File: src/design/fscc_pkg.sv
// Package: command codes, state record and the arithmetic maps of the fan speed controller.
package fscc_pkg;

   typedef enum logic [1:0] {
      FUNC_TARGET  = 2'd0,
      FUNC_PERCENT = 2'd1,
      FUNC_ON_OFF  = 2'd2,
      FUNC_REFRESH = 2'd3
   } func_type;

   typedef struct packed {
      logic        on;
      logic [6:0]  percent;
      logic [11:0] target;
      logic [11:0] shown;
   } fan_state_type;

   localparam logic [11:0] RPM_MIN       = 12'd500;
   localparam logic [11:0] RPM_MAX       = 12'd2800;
   localparam logic [11:0] RPM_RESET     = 12'd800;
   localparam logic [6:0]  PCT_MAX       = 7'd100;
   localparam logic [6:0]  PCT_RESET     = 7'd30;
   localparam logic [6:0]  PCT_DEFAULT   = 7'd30;
   localparam logic [6:0]  PCT_FLOOR     = 7'd15;
   localparam logic [7:0]  DUTY_MIN      = 8'd30;
   localparam logic [7:0]  DUTY_MAX      = 8'd250;
   localparam logic [7:0]  DUTY_FULL     = 8'd255;

   // Reciprocals: floor(n/d) = (n*m) >> s, exact over the operand ranges used here.
   localparam logic [15:0] TGT_RECIP  = 16'd36473; // 1/460, s = 24, n <= 39100
   localparam logic [11:0] RPM_RECIP  = 12'd2622;  // 1/100, s = 18, n <= 2849
   localparam logic [9:0]  DUTY_RECIP = 10'd662;   // 1/99,  s = 16, n <= 21780

   // (t-500)*85/2300 + 15, with 85/2300 reduced to 17/460.
   function automatic logic [6:0] percent_of_target(logic [11:0] t);
      logic [11:0] d;
      logic [15:0] n;
      logic [31:0] prod;
      d    = t - RPM_MIN;
      n    = 16'(d) * 16'd17;
      prod = 32'(n) * 32'(TGT_RECIP);
      return 7'(prod[31:24]) + PCT_FLOOR;
   endfunction

   // ((p*28 + 49) / 100) * 100; never exceeds 2800 for p <= 100.
   function automatic logic [11:0] rpm_of_percent(logic [6:0] p);
      logic [11:0] n;
      logic [22:0] prod;
      logic [4:0]  q;
      n    = 12'(p) * 12'd28 + 12'd49;
      prod = 23'(n) * 23'(RPM_RECIP);
      q    = prod[22:18];
      return (p == 7'd0) ? 12'd0 : 12'(q) * 12'd100;
   endfunction

   // (p-1)*220/99 + 30, zero when off or at zero percent.
   function automatic logic [7:0] duty_of_percent(logic on, logic [6:0] p);
      logic [14:0] n;
      logic [24:0] prod;
      n    = 15'(p - 7'd1) * 15'd220;
      prod = 25'(n) * 25'(DUTY_RECIP);
      return (!on || p == 7'd0) ? 8'd0 : 8'(prod[24:16]) + DUTY_MIN;
   endfunction

endpackage

File: src/design/fscc_req_if.sv
// Interface: command channel (valid/ready with func and value).
interface fscc_req_if;
   logic        valid;
   logic        ready;
   logic [1:0]  func;
   logic [15:0] value;

   modport source (output valid, output func, output value, input ready);
   modport sink   (input valid, input func, input value, output ready);
endinterface

File: src/design/fscc_rsp_if.sv
// Interface: result channel (valid/ready with duty, shown rpm, percent and on flag).
interface fscc_rsp_if;
   logic        valid;
   logic        ready;
   logic [7:0]  duty;
   logic [11:0] shown_rpm;
   logic [6:0]  speed_percent;
   logic        fan_enabled;

   modport source (output valid, output duty, output shown_rpm, output speed_percent,
                   output fan_enabled, input ready);
   modport sink   (input valid, input duty, input shown_rpm, input speed_percent,
                   input fan_enabled, output ready);
endinterface

File: src/design/fscc_state.sv
// Fan state registers and the per-command update logic.
module fscc_state import fscc_pkg::*; (
   input  logic          clock,
   input  logic          reset,
   input  logic          step,
   input  func_type      func,
   input  logic [15:0]   value,
   output fan_state_type state
);

   fan_state_type state_ff, state_in;

   logic [15:0] tgt_src;
   logic [11:0] tgt_clamp;
   logic [6:0]  tgt_pct;
   logic [6:0]  pct_val;
   logic [6:0]  pct_on;
   logic [6:0]  rpm_pct;
   logic [11:0] rpm;

   // Switching on re-applies the stored target through the same clamp.
   assign tgt_src   = (func == FUNC_ON_OFF) ? 16'(state_ff.target) : value;
   assign tgt_clamp = (tgt_src < 16'(RPM_MIN)) ? RPM_MIN :
                      (tgt_src > 16'(RPM_MAX)) ? RPM_MAX : tgt_src[11:0];
   assign tgt_pct   = percent_of_target(tgt_clamp);

   assign pct_val = (value > 16'(PCT_MAX)) ? PCT_MAX : value[6:0];
   assign pct_on  = (state_ff.percent != 7'd0) ? state_ff.percent : PCT_DEFAULT;

   always_comb begin
      unique case (func)
         FUNC_PERCENT: rpm_pct = pct_val;
         FUNC_ON_OFF:  rpm_pct = pct_on;
         default:      rpm_pct = state_ff.percent;
      endcase
   end

   assign rpm = rpm_of_percent(rpm_pct);

   always_comb begin
      state_in = state_ff;
      unique case (func)
         FUNC_TARGET: begin
            if (value == 16'd0) begin
               state_in.on    = 1'b0;
               state_in.shown = 12'd0;
            end else begin
               state_in.on      = 1'b1;
               state_in.target  = tgt_clamp;
               state_in.percent = tgt_pct;
               state_in.shown   = tgt_clamp;
            end
         end
         FUNC_PERCENT: begin
            state_in.percent = pct_val;
            if (state_ff.on && pct_val != 7'd0) begin
               state_in.target = rpm;
               state_in.shown  = rpm;
            end else begin
               state_in.target = 12'd0;
               state_in.shown  = 12'd0;
            end
         end
         FUNC_ON_OFF: begin
            state_in.on = value[0];
            if (!value[0]) begin
               state_in.shown = 12'd0;
            end else if (state_ff.target != 12'd0) begin
               state_in.target  = tgt_clamp;
               state_in.percent = tgt_pct;
               state_in.shown   = tgt_clamp;
            end else begin
               state_in.percent = pct_on;
               state_in.target  = rpm;
               state_in.shown   = rpm;
            end
         end
         FUNC_REFRESH: begin
            state_in.shown = (!state_ff.on || state_ff.percent == 7'd0) ? 12'd0 : rpm;
         end
      endcase
   end

   always_ff @(posedge clock) begin
      if (reset) begin
         state_ff.on      <= 1'b1;
         state_ff.percent <= PCT_RESET;
         state_ff.target  <= RPM_RESET;
         state_ff.shown   <= RPM_RESET;
      end else if (step) begin
         state_ff <= state_in;
      end
   end

   assign state = state_ff;

   a_ranges: assert property (@(posedge clock) disable iff (reset)
      state_ff.percent <= PCT_MAX && state_ff.target <= RPM_MAX && state_ff.shown <= RPM_MAX)
      else $error("fan state out of range");

   a_shown_needs_on: assert property (@(posedge clock) disable iff (reset)
      state_ff.shown != 12'd0 |-> state_ff.on)
      else $error("nonzero shown rpm while fan off");

   a_hold_idle: assert property (@(posedge clock) disable iff (reset)
      !step |=> $stable(state_ff))
      else $error("fan state changed without a command");

endmodule

File: src/design/fan_speed_command_controller.sv
// Top level: fan speed command controller, three-stage valid/ready pipeline.
//
//   channel  | dir | handshake          | word contents
//   ---------+-----+--------------------+--------------------------------------------
//   req_if   | in  | valid/ready        | func (2b), value (16b)
//   rsp_if   | out | valid/ready        | duty (8b), shown_rpm (12b), speed_percent
//            |     |                    | (7b), fan_enabled (1b)
//   csr_*    | in  | wr_en, no back-pressure | duty_invert (1b)
//
// One word per cycle sustained while rsp_if.ready stays high; a command passes stages 1, 2 and 3 before rsp valid.
// Stage 1 holds the command word, stage 2 is the fan state itself (updated once per
// command), stage 3 is the result register where the duty is derived from the state.
// Synchronous active-high reset restores the stored defaults (on, 30 %, 800 rpm).
// A stall on rsp backs up stage by stage; req_if.ready drops only when all three hold.
module fan_speed_command_controller import fscc_pkg::*; (
   input  logic        clock,
   input  logic        reset,
   fscc_req_if.sink    req_if,
   fscc_rsp_if.source  rsp_if,
   input  logic        csr_wr_en,
   input  logic        csr_wr_data
);

   // Pipeline valids
   logic v1_ff, v1_in;
   logic v2_ff, v2_in;
   logic v3_ff, v3_in;

   // Stage 1 payload
   func_type    func_ff;
   logic [15:0] value_ff;

   // Result register
   logic [7:0]  duty_ff;
   logic [11:0] shown_ff;
   logic [6:0]  percent_ff;
   logic        on_ff;

   logic invert_ff;

   logic          free3, free2, step, move2, req_fire;
   logic [7:0]    duty_raw;
   fan_state_type fan_state;

   // Stage handoff: each stage may load when its successor is empty or emptying.
   assign free3    = !v3_ff || rsp_if.ready;
   assign move2    = v2_ff && free3;
   assign free2    = !v2_ff || free3;
   assign step     = v1_ff && free2;
   assign req_fire = req_if.valid && req_if.ready;

   assign req_if.ready = !v1_ff || free2;

   always_comb begin
      v1_in = req_fire ? 1'b1 : (step ? 1'b0 : v1_ff);
      v2_in = step ? 1'b1 : (move2 ? 1'b0 : v2_ff);
      v3_in = move2 ? 1'b1 : (rsp_if.ready ? 1'b0 : v3_ff);
   end

   always_ff @(posedge clock) begin
      if (reset) begin
         v1_ff     <= 1'b0;
         v2_ff     <= 1'b0;
         v3_ff     <= 1'b0;
         invert_ff <= 1'b0;
      end else begin
         v1_ff <= v1_in;
         v2_ff <= v2_in;
         v3_ff <= v3_in;
         if (csr_wr_en) begin
            invert_ff <= csr_wr_data;
         end
      end
   end

   // Command word register
   always_ff @(posedge clock) begin
      if (req_fire) begin
         func_ff  <= func_type'(req_if.func);
         value_ff <= req_if.value;
      end
   end

   // Stage 2: fan state, advanced once per command
   fscc_state u_state (
      .clock (clock),
      .reset (reset),
      .step  (step),
      .func  (func_ff),
      .value (value_ff),
      .state (fan_state)
   );

   // Stage 3: duty from the settled state, inverted for active-low drivers
   always_comb begin
      duty_raw = duty_of_percent(fan_state.on, fan_state.percent);
      if (invert_ff) begin
         duty_raw = DUTY_FULL - duty_raw;
      end
   end

   always_ff @(posedge clock) begin
      if (move2) begin
         duty_ff    <= duty_raw;
         shown_ff   <= fan_state.shown;
         percent_ff <= fan_state.percent;
         on_ff      <= fan_state.on;
      end
   end

   assign rsp_if.valid         = v3_ff;
   assign rsp_if.duty          = duty_ff;
   assign rsp_if.shown_rpm     = shown_ff;
   assign rsp_if.speed_percent = percent_ff;
   assign rsp_if.fan_enabled   = on_ff;

   // Fan off or at zero percent drives the idle level only
   a_off_idle_duty: assert property (@(posedge clock) disable iff (reset)
      v3_ff && (!on_ff || percent_ff == 7'd0) |-> duty_ff == 8'd0 || duty_ff == DUTY_FULL)
      else $error("idle duty wrong for stopped fan");

   // Running fan stays within the driver's duty window when the duty is not inverted
   a_run_duty: assert property (@(posedge clock) disable iff (reset)
      v3_ff && on_ff && percent_ff != 7'd0 && !invert_ff |->
         duty_ff >= DUTY_MIN && duty_ff <= DUTY_MAX)
      else $error("running duty outside window");

   // The state only advances when stage 2 has room
   a_no_overrun: assert property (@(posedge clock) disable iff (reset)
      step |-> !v2_ff || free3)
      else $error("stage 2 overrun");

endmodule
File: src/flat_wrapper.sv
// flat-port wrapper written by rule: the top's interface ports become plain ports
module fan_speed_command_controller_flat import fscc_pkg::*;
  (clock, reset, csr_wr_en, csr_wr_data, req_if_valid, req_if_func, req_if_value, req_if_ready, rsp_if_valid, rsp_if_duty, rsp_if_shown_rpm, rsp_if_speed_percent, rsp_if_fan_enabled, rsp_if_ready);
  fscc_req_if req_if_i ();
  fscc_rsp_if rsp_if_i ();
  input  logic clock;
  input  logic reset;
  input  logic csr_wr_en;
  input  logic csr_wr_data;
  input wire logic [$bits(req_if_i.valid)-1:0] req_if_valid;
  input wire logic [$bits(req_if_i.func)-1:0] req_if_func;
  input wire logic [$bits(req_if_i.value)-1:0] req_if_value;
  output wire logic [$bits(req_if_i.ready)-1:0] req_if_ready;
  output wire logic [$bits(rsp_if_i.valid)-1:0] rsp_if_valid;
  output wire logic [$bits(rsp_if_i.duty)-1:0] rsp_if_duty;
  output wire logic [$bits(rsp_if_i.shown_rpm)-1:0] rsp_if_shown_rpm;
  output wire logic [$bits(rsp_if_i.speed_percent)-1:0] rsp_if_speed_percent;
  output wire logic [$bits(rsp_if_i.fan_enabled)-1:0] rsp_if_fan_enabled;
  input wire logic [$bits(rsp_if_i.ready)-1:0] rsp_if_ready;
  assign req_if_i.valid = req_if_valid;
  assign req_if_i.func = req_if_func;
  assign req_if_i.value = req_if_value;
  assign req_if_ready = req_if_i.ready;
  assign rsp_if_valid = rsp_if_i.valid;
  assign rsp_if_duty = rsp_if_i.duty;
  assign rsp_if_shown_rpm = rsp_if_i.shown_rpm;
  assign rsp_if_speed_percent = rsp_if_i.speed_percent;
  assign rsp_if_fan_enabled = rsp_if_i.fan_enabled;
  assign rsp_if_i.ready = rsp_if_ready;
  fan_speed_command_controller u_core (.clock(clock), .reset(reset), .req_if(req_if_i), .rsp_if(rsp_if_i), .csr_wr_en(csr_wr_en), .csr_wr_data(csr_wr_data));
endmodule
File: config.mk
export PLATFORM = sky130hd
export DESIGN_NAME = fan_speed_command_controller_flat
export DESIGN_NICKNAME = d
export VERILOG_FILES = /design/src/design/fscc_pkg.sv /design/src/design/fscc_req_if.sv /design/src/design/fscc_rsp_if.sv /design/src/design/fscc_state.sv /design/src/design/fan_speed_command_controller.sv /design/src/flat_wrapper.sv
export SDC_FILE = /design/constraint.sdc
export NUM_CORES = 1
export LEC_CHECK = 0
export BUFFER_PORTS_ARGS = -buffer_cell sky130_fd_sc_hd__buf_2
export CORE_MARGIN = 10
export CORE_UTILIZATION = 45
export CTS_BUF_LIST = sky130_fd_sc_hd__clkbuf_4 sky130_fd_sc_hd__clkbuf_8
export DETAILED_ROUTE_END_ITERATION = 7
export GPL_TIMING_DRIVEN = 0
export PLACE_DENSITY = 0.61
export SETUP_SLACK_MARGIN = 0.3
export SLEW_MARGIN = 20
export SYNTH_ARGS = -nofsm -noshare
export SYNTH_HDL_FRONTEND = slang
export SYNTH_SLANG_ARGS = --single-unit
File: constraint.sdc
create_clock -name clock -period 35.3 [get_ports clock]
set_input_delay 1.765 -clock clock [delete_from_list [all_inputs] [get_ports clock]]
set_output_delay 1.765 -clock clock [all_outputs]
set_load 0.01 [all_outputs]
## Word-level counts from Yosys, hierarchy flattened

Index checks and enable logic that the tools add are counted.

| storage, ports and cells | value |
|---|---|
| register bits after elaboration | 82 |
| bits in latches | 0 |
| memory bits (writable) | 0 |
| bits in read-only memories | 0 |
| output and inout bits | 30 |
| memories kept | 0 |

| operators by class | value |
|---|---|
| $add $sub $neg | 6 |
| $mul | 7 |
| div/mod/pow operators | 0 |
| magnitude comparators | 3 |
| equality and inequality tests | 5 |
| shift operators | 0 |
| muxes and demuxes | 26 |
| bitwise operators | 0 |
| reduce and logical (&&, ||, !) cells | 26 |

Operators by type and width:

| kind | number |
|---|---|
| 12-bit two-way mux | 6 |
| 19-bit case mux with 3 select lines | 1 |
| 12-bit case mux with 4 select lines | 1 |
| 19-bit two-way mux | 2 |
| 16-bit by 16-bit multiplier with 31-bit output (second input constant) | 1 |
| 31-bit two-way mux | 1 |
| 24-bit two-way mux | 1 |
| 12-bit by 11-bit multiplier with 22-bit output (second input constant) | 1 |
| 13-bit by 9-bit multiplier with 21-bit output (second input constant) | 1 |
| 16-bit by 12-bit greater-than comparator with 1-bit output (second input constant) | 1 |
| 16-bit by 7-bit greater-than comparator with 1-bit output (second input constant) | 1 |
| 16-bit logical NOT | 1 |
| 16-bit by 9-bit less-than comparator with 1-bit output (second input constant) | 1 |
| 12-bit by 5-bit multiplier with 16-bit output (second input constant) | 1 |
| 16-bit two-way mux | 1 |
| 8-bit two-way mux | 2 |
| 15-bit by 6-bit multiplier with 13-bit output (second input constant) | 1 |
| 7-bit logical NOT | 2 |
| 7-bit two-way mux | 2 |
| 7-bit case mux with 2 select lines | 1 |
| 7-bit nonzero test | 2 |
| 12-bit by 6-bit adder with 12-bit output (second input constant) | 1 |
| 12-bit nonzero test | 1 |
| 12-bit by 9-bit subtractor with 12-bit output (second input constant) | 1 |
| other kinds (20) | 39 |

## Longest topological paths before layout

| logic depth | value |
|---|---|
| depth after elaboration | 12 |
| depth in mapped cells | 56 |
| depth with buffers taken out | 54 |

## Modules after synthesis

From an unflattened synthesis, not the netlist that was laid out.

| unflattened totals | value |
|---|---|
| cells, all modules | 1727 |
| area total of the unflattened synthesis | 15750.1 um^2 |

By module, submodules not included:

| module | times used | cells each | area each (um^2) |
|---|---|---|---|
| fscc_state | 1 | 1239 | 10666.5 |
| fan_speed_command_controller | 1 | 488 | 5083.6 |

## Least setup slack after synthesis

No wires, ideal clock.

| timing path | value |
|---|---|
| path kind | reg2reg |
| from | register u_core.u_state.state_ff (netlist bit u_core.u_state.state[24]) |
| to | register u_core.u_state.state_ff (netlist bit u_core.u_state.state[23]) |
| library setup time | 0.070 ns |
| data arrival time | 11.330 ns |
| setup slack | 23.899 ns |
| cell stages (with the launch flop) | 53 |
| buffers on the path | 2 |
| cell sequence | dfxtp_1 -> buf_6 -> inv_1 -> ha_1 -> inv_1 -> or3_1 -> or4_1 -> clkbuf_1 -> nand2_1 -> a21oi_1 -> a21oi_1 -> inv_1 -> fa_1 -> inv_1 -> ha_1 -> a21o_1 -> a21oi_1 -> o21bai_1 -> [17 not listed] -> a31oi_1 -> o21ba_2 -> o21bai_1 -> a21oi_1 -> xnor2_1 -> ha_1 -> ha_1 -> ha_1 -> ha_1 -> nand2_1 -> o21bai_1 -> a21oi_1 -> xnor2_1 -> and2_1 -> a21oi_1 -> o211ai_1 -> o211ai_1 -> a21oi_1 |

| on the way | value |
|---|---|
| longest elaborated chain between the ends | 11 |
| elaborated cells on any way between the ends | 13 |
| those cells by class | add/sub (1); mul (3); mux (7); reduce/logical (2) |

RTL lines:

| element | RTL line | text |
|---|---|---|
| start: declaration | fscc_state.sv:11 | `fan_state_type state_ff, state_in;` |
| start signal: assignment | fscc_state.sv:91 | `state_ff <= state_in;` |
| 7-bit nonzero test | fscc_state.sv:28 | `assign pct_on = (state_ff.percent != 7'd0) ? state_ff.percent : PCT_DEFAULT;` |
| 7-bit two-way mux | fscc_state.sv:28 |  |
| 7-bit case mux with 2 select lines (*) | fscc_state.sv:31 | `unique case (func)` |
| 7-bit by 3-bit multiplier with 10-bit output | fscc_pkg.sv:50 | `n = 12'(p) * 12'd28 + 12'd49;` |
| 12-bit by 6-bit adder with 12-bit output | fscc_pkg.sv:50 |  |
| 12-bit by 11-bit multiplier with 22-bit output | fscc_pkg.sv:51 | `prod = 23'(n) * 23'(RPM_RECIP);` |
| 5-bit by 5-bit multiplier with 10-bit output | fscc_pkg.sv:53 | `return (p == 7'd0) ? 12'd0 : 12'(q) * 12'd100;` |
| 12-bit two-way mux (*) | fscc_pkg.sv:53 |  |
| 31-bit two-way mux | fscc_state.sv:68 | `end else if (state_ff.target != 12'd0) begin` |
| 19-bit two-way mux | fscc_state.sv:66 | `if (!value[0]) begin` |
| 19-bit case mux with 3 select lines (*) | fscc_state.sv:42 | `unique case (func)` |

Every way passes the cells marked *; elsewhere a longest branch is shown, timed or not. The select of a mux whose other input is x is not followed.
A chain may end at the register's enable or synchronous reset.

## Worst setup path in the final report

Same ends and word-level chain as after synthesis.

==> flow_summary.ini <==
[die]
die-area_um2 = 42500
die_w_um = 206
boundaryPins = 54
rows = 68
coreArea_um2 = 34400
die_h_um = 206
initial_core_util = 0.453

[clock_tree]
clock-sinks = 82
cts_root_buf = clkbuf_8
cts_buffers = 9
cts-htree-levels = 3
worst_skew_pair.late_latency_ps = 390
clock_path_buffers = 2
cts.reportedPaths.clkPinSlew_ps = 110
cts_resized = 0
post_cts_buffers = 0
tritoncts = yes
holdBufCountCts = 0

[placement]
port_buffers = 52
gp_congestion = 0.930
dp_slack_ps = 21840
placed_cells = 2158
hpwl_um = 31600

[global_route]
grt_pass1_wl_um = 62500
overflow = 0
grt_max_degree = 25
grt_util_all_layers = 0.185
grt_pass1_vias = 11900
grt_antenna_before_repair = 0

[sta]
max_freq_mhz = 73.9
finClkSkew_ps = 17.6
relSlewSlack = 0.229
period_share = 0.383
setup_tns_ps = 0
rsz0062_at_grt = no
maxSlewViolCount = 0
hold_viol_final = 0
fin_ws_ps = 21770
worstMarginPinSlew_ps = 1150
setup_viol = 0
fin_crit_ps = 13530

[finish]
syn2layout_area_growth_pct = 7.05
final_common_cell = ha_1
seq_area_um2 = 2100
antenna_cells = 0
multiInputGateArea_um2 = 12100
final_cells = 2174
fillCellCount = 3292
nNetsFinal = 2243
final_cell_mix = ha_1, inv_1, fa_1
drive_gt1_frac = 0.0745

[route]
drcViolationCount = 0
final_antenna_net_count = 0
viasPerCell = 5.35
vias = 11600
drt_wl_total_um = 37800
drtIter0Drc = 631
wire_per_inst_um = 17.4
dr.pass1.iters = 6

[logic_synthesis]
syn_avg_cell_area_um2 = 9.44
synthesis.area_um2 = 15600
ys_seq_elements = 82
yosysUniqueCellTypes = 88
synthCells = 1650
yosysWarnings = 0
synth_edf_count = 46
synth_fp_nets = 2179
yosysSeqAreaShare = 0.135
synthArstFlopShare = 0
ys.flop_type = edfxtp_1

[setup_path]
cpPeakStageDelay_ps = 770
crit_required_ps = 35620
reg2reg_from = u_core.u_state.state[24]
ff2ff_path_depth = 52
startpoint = u_core.u_state.state[24]
end_kind = flop
start_kind = flop
cp_slowest_cell = a21oi_1
r2r_slack_ps = 21770
critPathMaxFanout = 9
crit_arrival_ps = 13860
critPathKind = flop to flop
timing.rr.end = u_core.u_state.state[23]
crit_path_frequent_cell = inv_1

[status]
status = finished clean

[min_path]
whs_endpoint = u_core.rsp_if.shown_rpm[6]
hp-start = u_core.u_state.state[6]
hold_depth = 0
hold_class = flop to flop

[flow_run]
max-cap-violations = 0
==> metal layers <==
| layer | share of wire | GRT usage |
|---|---|---|
| met5 | 0 | 0 |
| met2 | 0.46 | 0.298 |
| met4 | 0.013 | 0.0365 |
| met3 | 0.056 | 0.0321 |
| met1 | 0.47 | 0.255 |
==> Yosys cell counts, types with 10 or more instances <==
library cell | count | area [um2]
fa_1 | 162 | 3240
nand2b_1 | 10 | 62.6
dfxtp_1 | 36 | 721
xnor2_1 | 66 | 578
nor2b_1 | 12 | 75.1
o21ai_0 | 47 | 235
xor2_1 | 30 | 263
ha_1 | 343 | 4290
nor3_1 | 26 | 130
nand2_1 | 76 | 285
o211ai_1 | 13 | 97.6
mux2i_1 | 14 | 140
a21oi_1 | 77 | 385
nand3_1 | 22 | 110
a21o_1 | 19 | 143
inv_1 | 337 | 1260
edfxtp_1 | 46 | 1380
clkbuf_1 | 21 | 78.8
o22ai_1 | 10 | 62.6
nor2_1 | 86 | 323
a211oi_1 | 14 | 105
==> registers in the layout, summed over array words and instances (netlist names) <==
| register | cells |
|---|---|
| u_core.u_state.state | 32 |
| u_core.invert_ff | 1 |
| u_core.v1_ff | 1 |
| u_core.rsp_if.speed_percent | 7 |
| u_core.rsp_if.fan_enabled | 1 |
| u_core.rsp_if.valid | 1 |
| u_core.v2_ff | 1 |
| u_core.value_ff | 16 |
| u_core.rsp_if.duty | 8 |
| u_core.rsp_if.shown_rpm | 12 |
| u_core.func_ff | 2 |
==> worst max path at each step <==
stage | end | slack (ps) | cells past startpoint
6_report | u_core.u_state.state[23] | 21770 | 52
5_1_grt | u_core.u_state.state[23] | 20750 | 52
4_1_cts | u_core.u_state.state[23] | 21850 | 52
3_5_place_dp | u_core.u_state.state[23] | 21840 | 52
3_3_place_gp | u_core.u_state.state[23] | 22070 | 52
2_1_floorplan | u_core.u_state.state[23] | 23900 | 52
==> stage by stage <==
step | hold slack, ps | instance area (um2) | utilization
global route | 458 | 16700 | 0.485
CTS | 445 | 16700 | 0.485
global placement | 415 | 16400 | 0.477
floorplan | 403 | 15600 | -
detailed placement | 423 | 16500 | 0.479
finish | 443 | 16700 | 0.485
==> worst max-delay path: cells and delay by family (launching register included) <==
family / cells / cell delay [ps]
fa+ha+maj: 13 / 4950
compound gates: 18 / 4000
buf+inv: 11 / 1670
simple gates: 7 / 1490
xor+xnor: 3 / 1030
flops: 1 / 320
==> kinds of logic after synthesis <==
family | synth area share
buffers and inverters | 0.0928
XOR/XNOR | 0.0580
AND/OR/NAND/NOR | 0.0951
multiplexers | 0.0126
AO/OA/AOI/OAI | 0.123
flip-flops | 0.135
adder cells (fa/ha/maj) | 0.484
==> final cells by class <==
type                    count  area share
well taps                 455      0.0341
clock inverters             7     0.00458
inverters                 337      0.0759
flip-flops and latches     82       0.126
repair buffers             53      0.0168
multi-input cells        1201       0.724
plain buffers              30      0.0108
clock buffers               9     0.00743
Power is not shown: default switching activity piles up to over one toggle a cycle in this logic, so the estimate is an artifact.
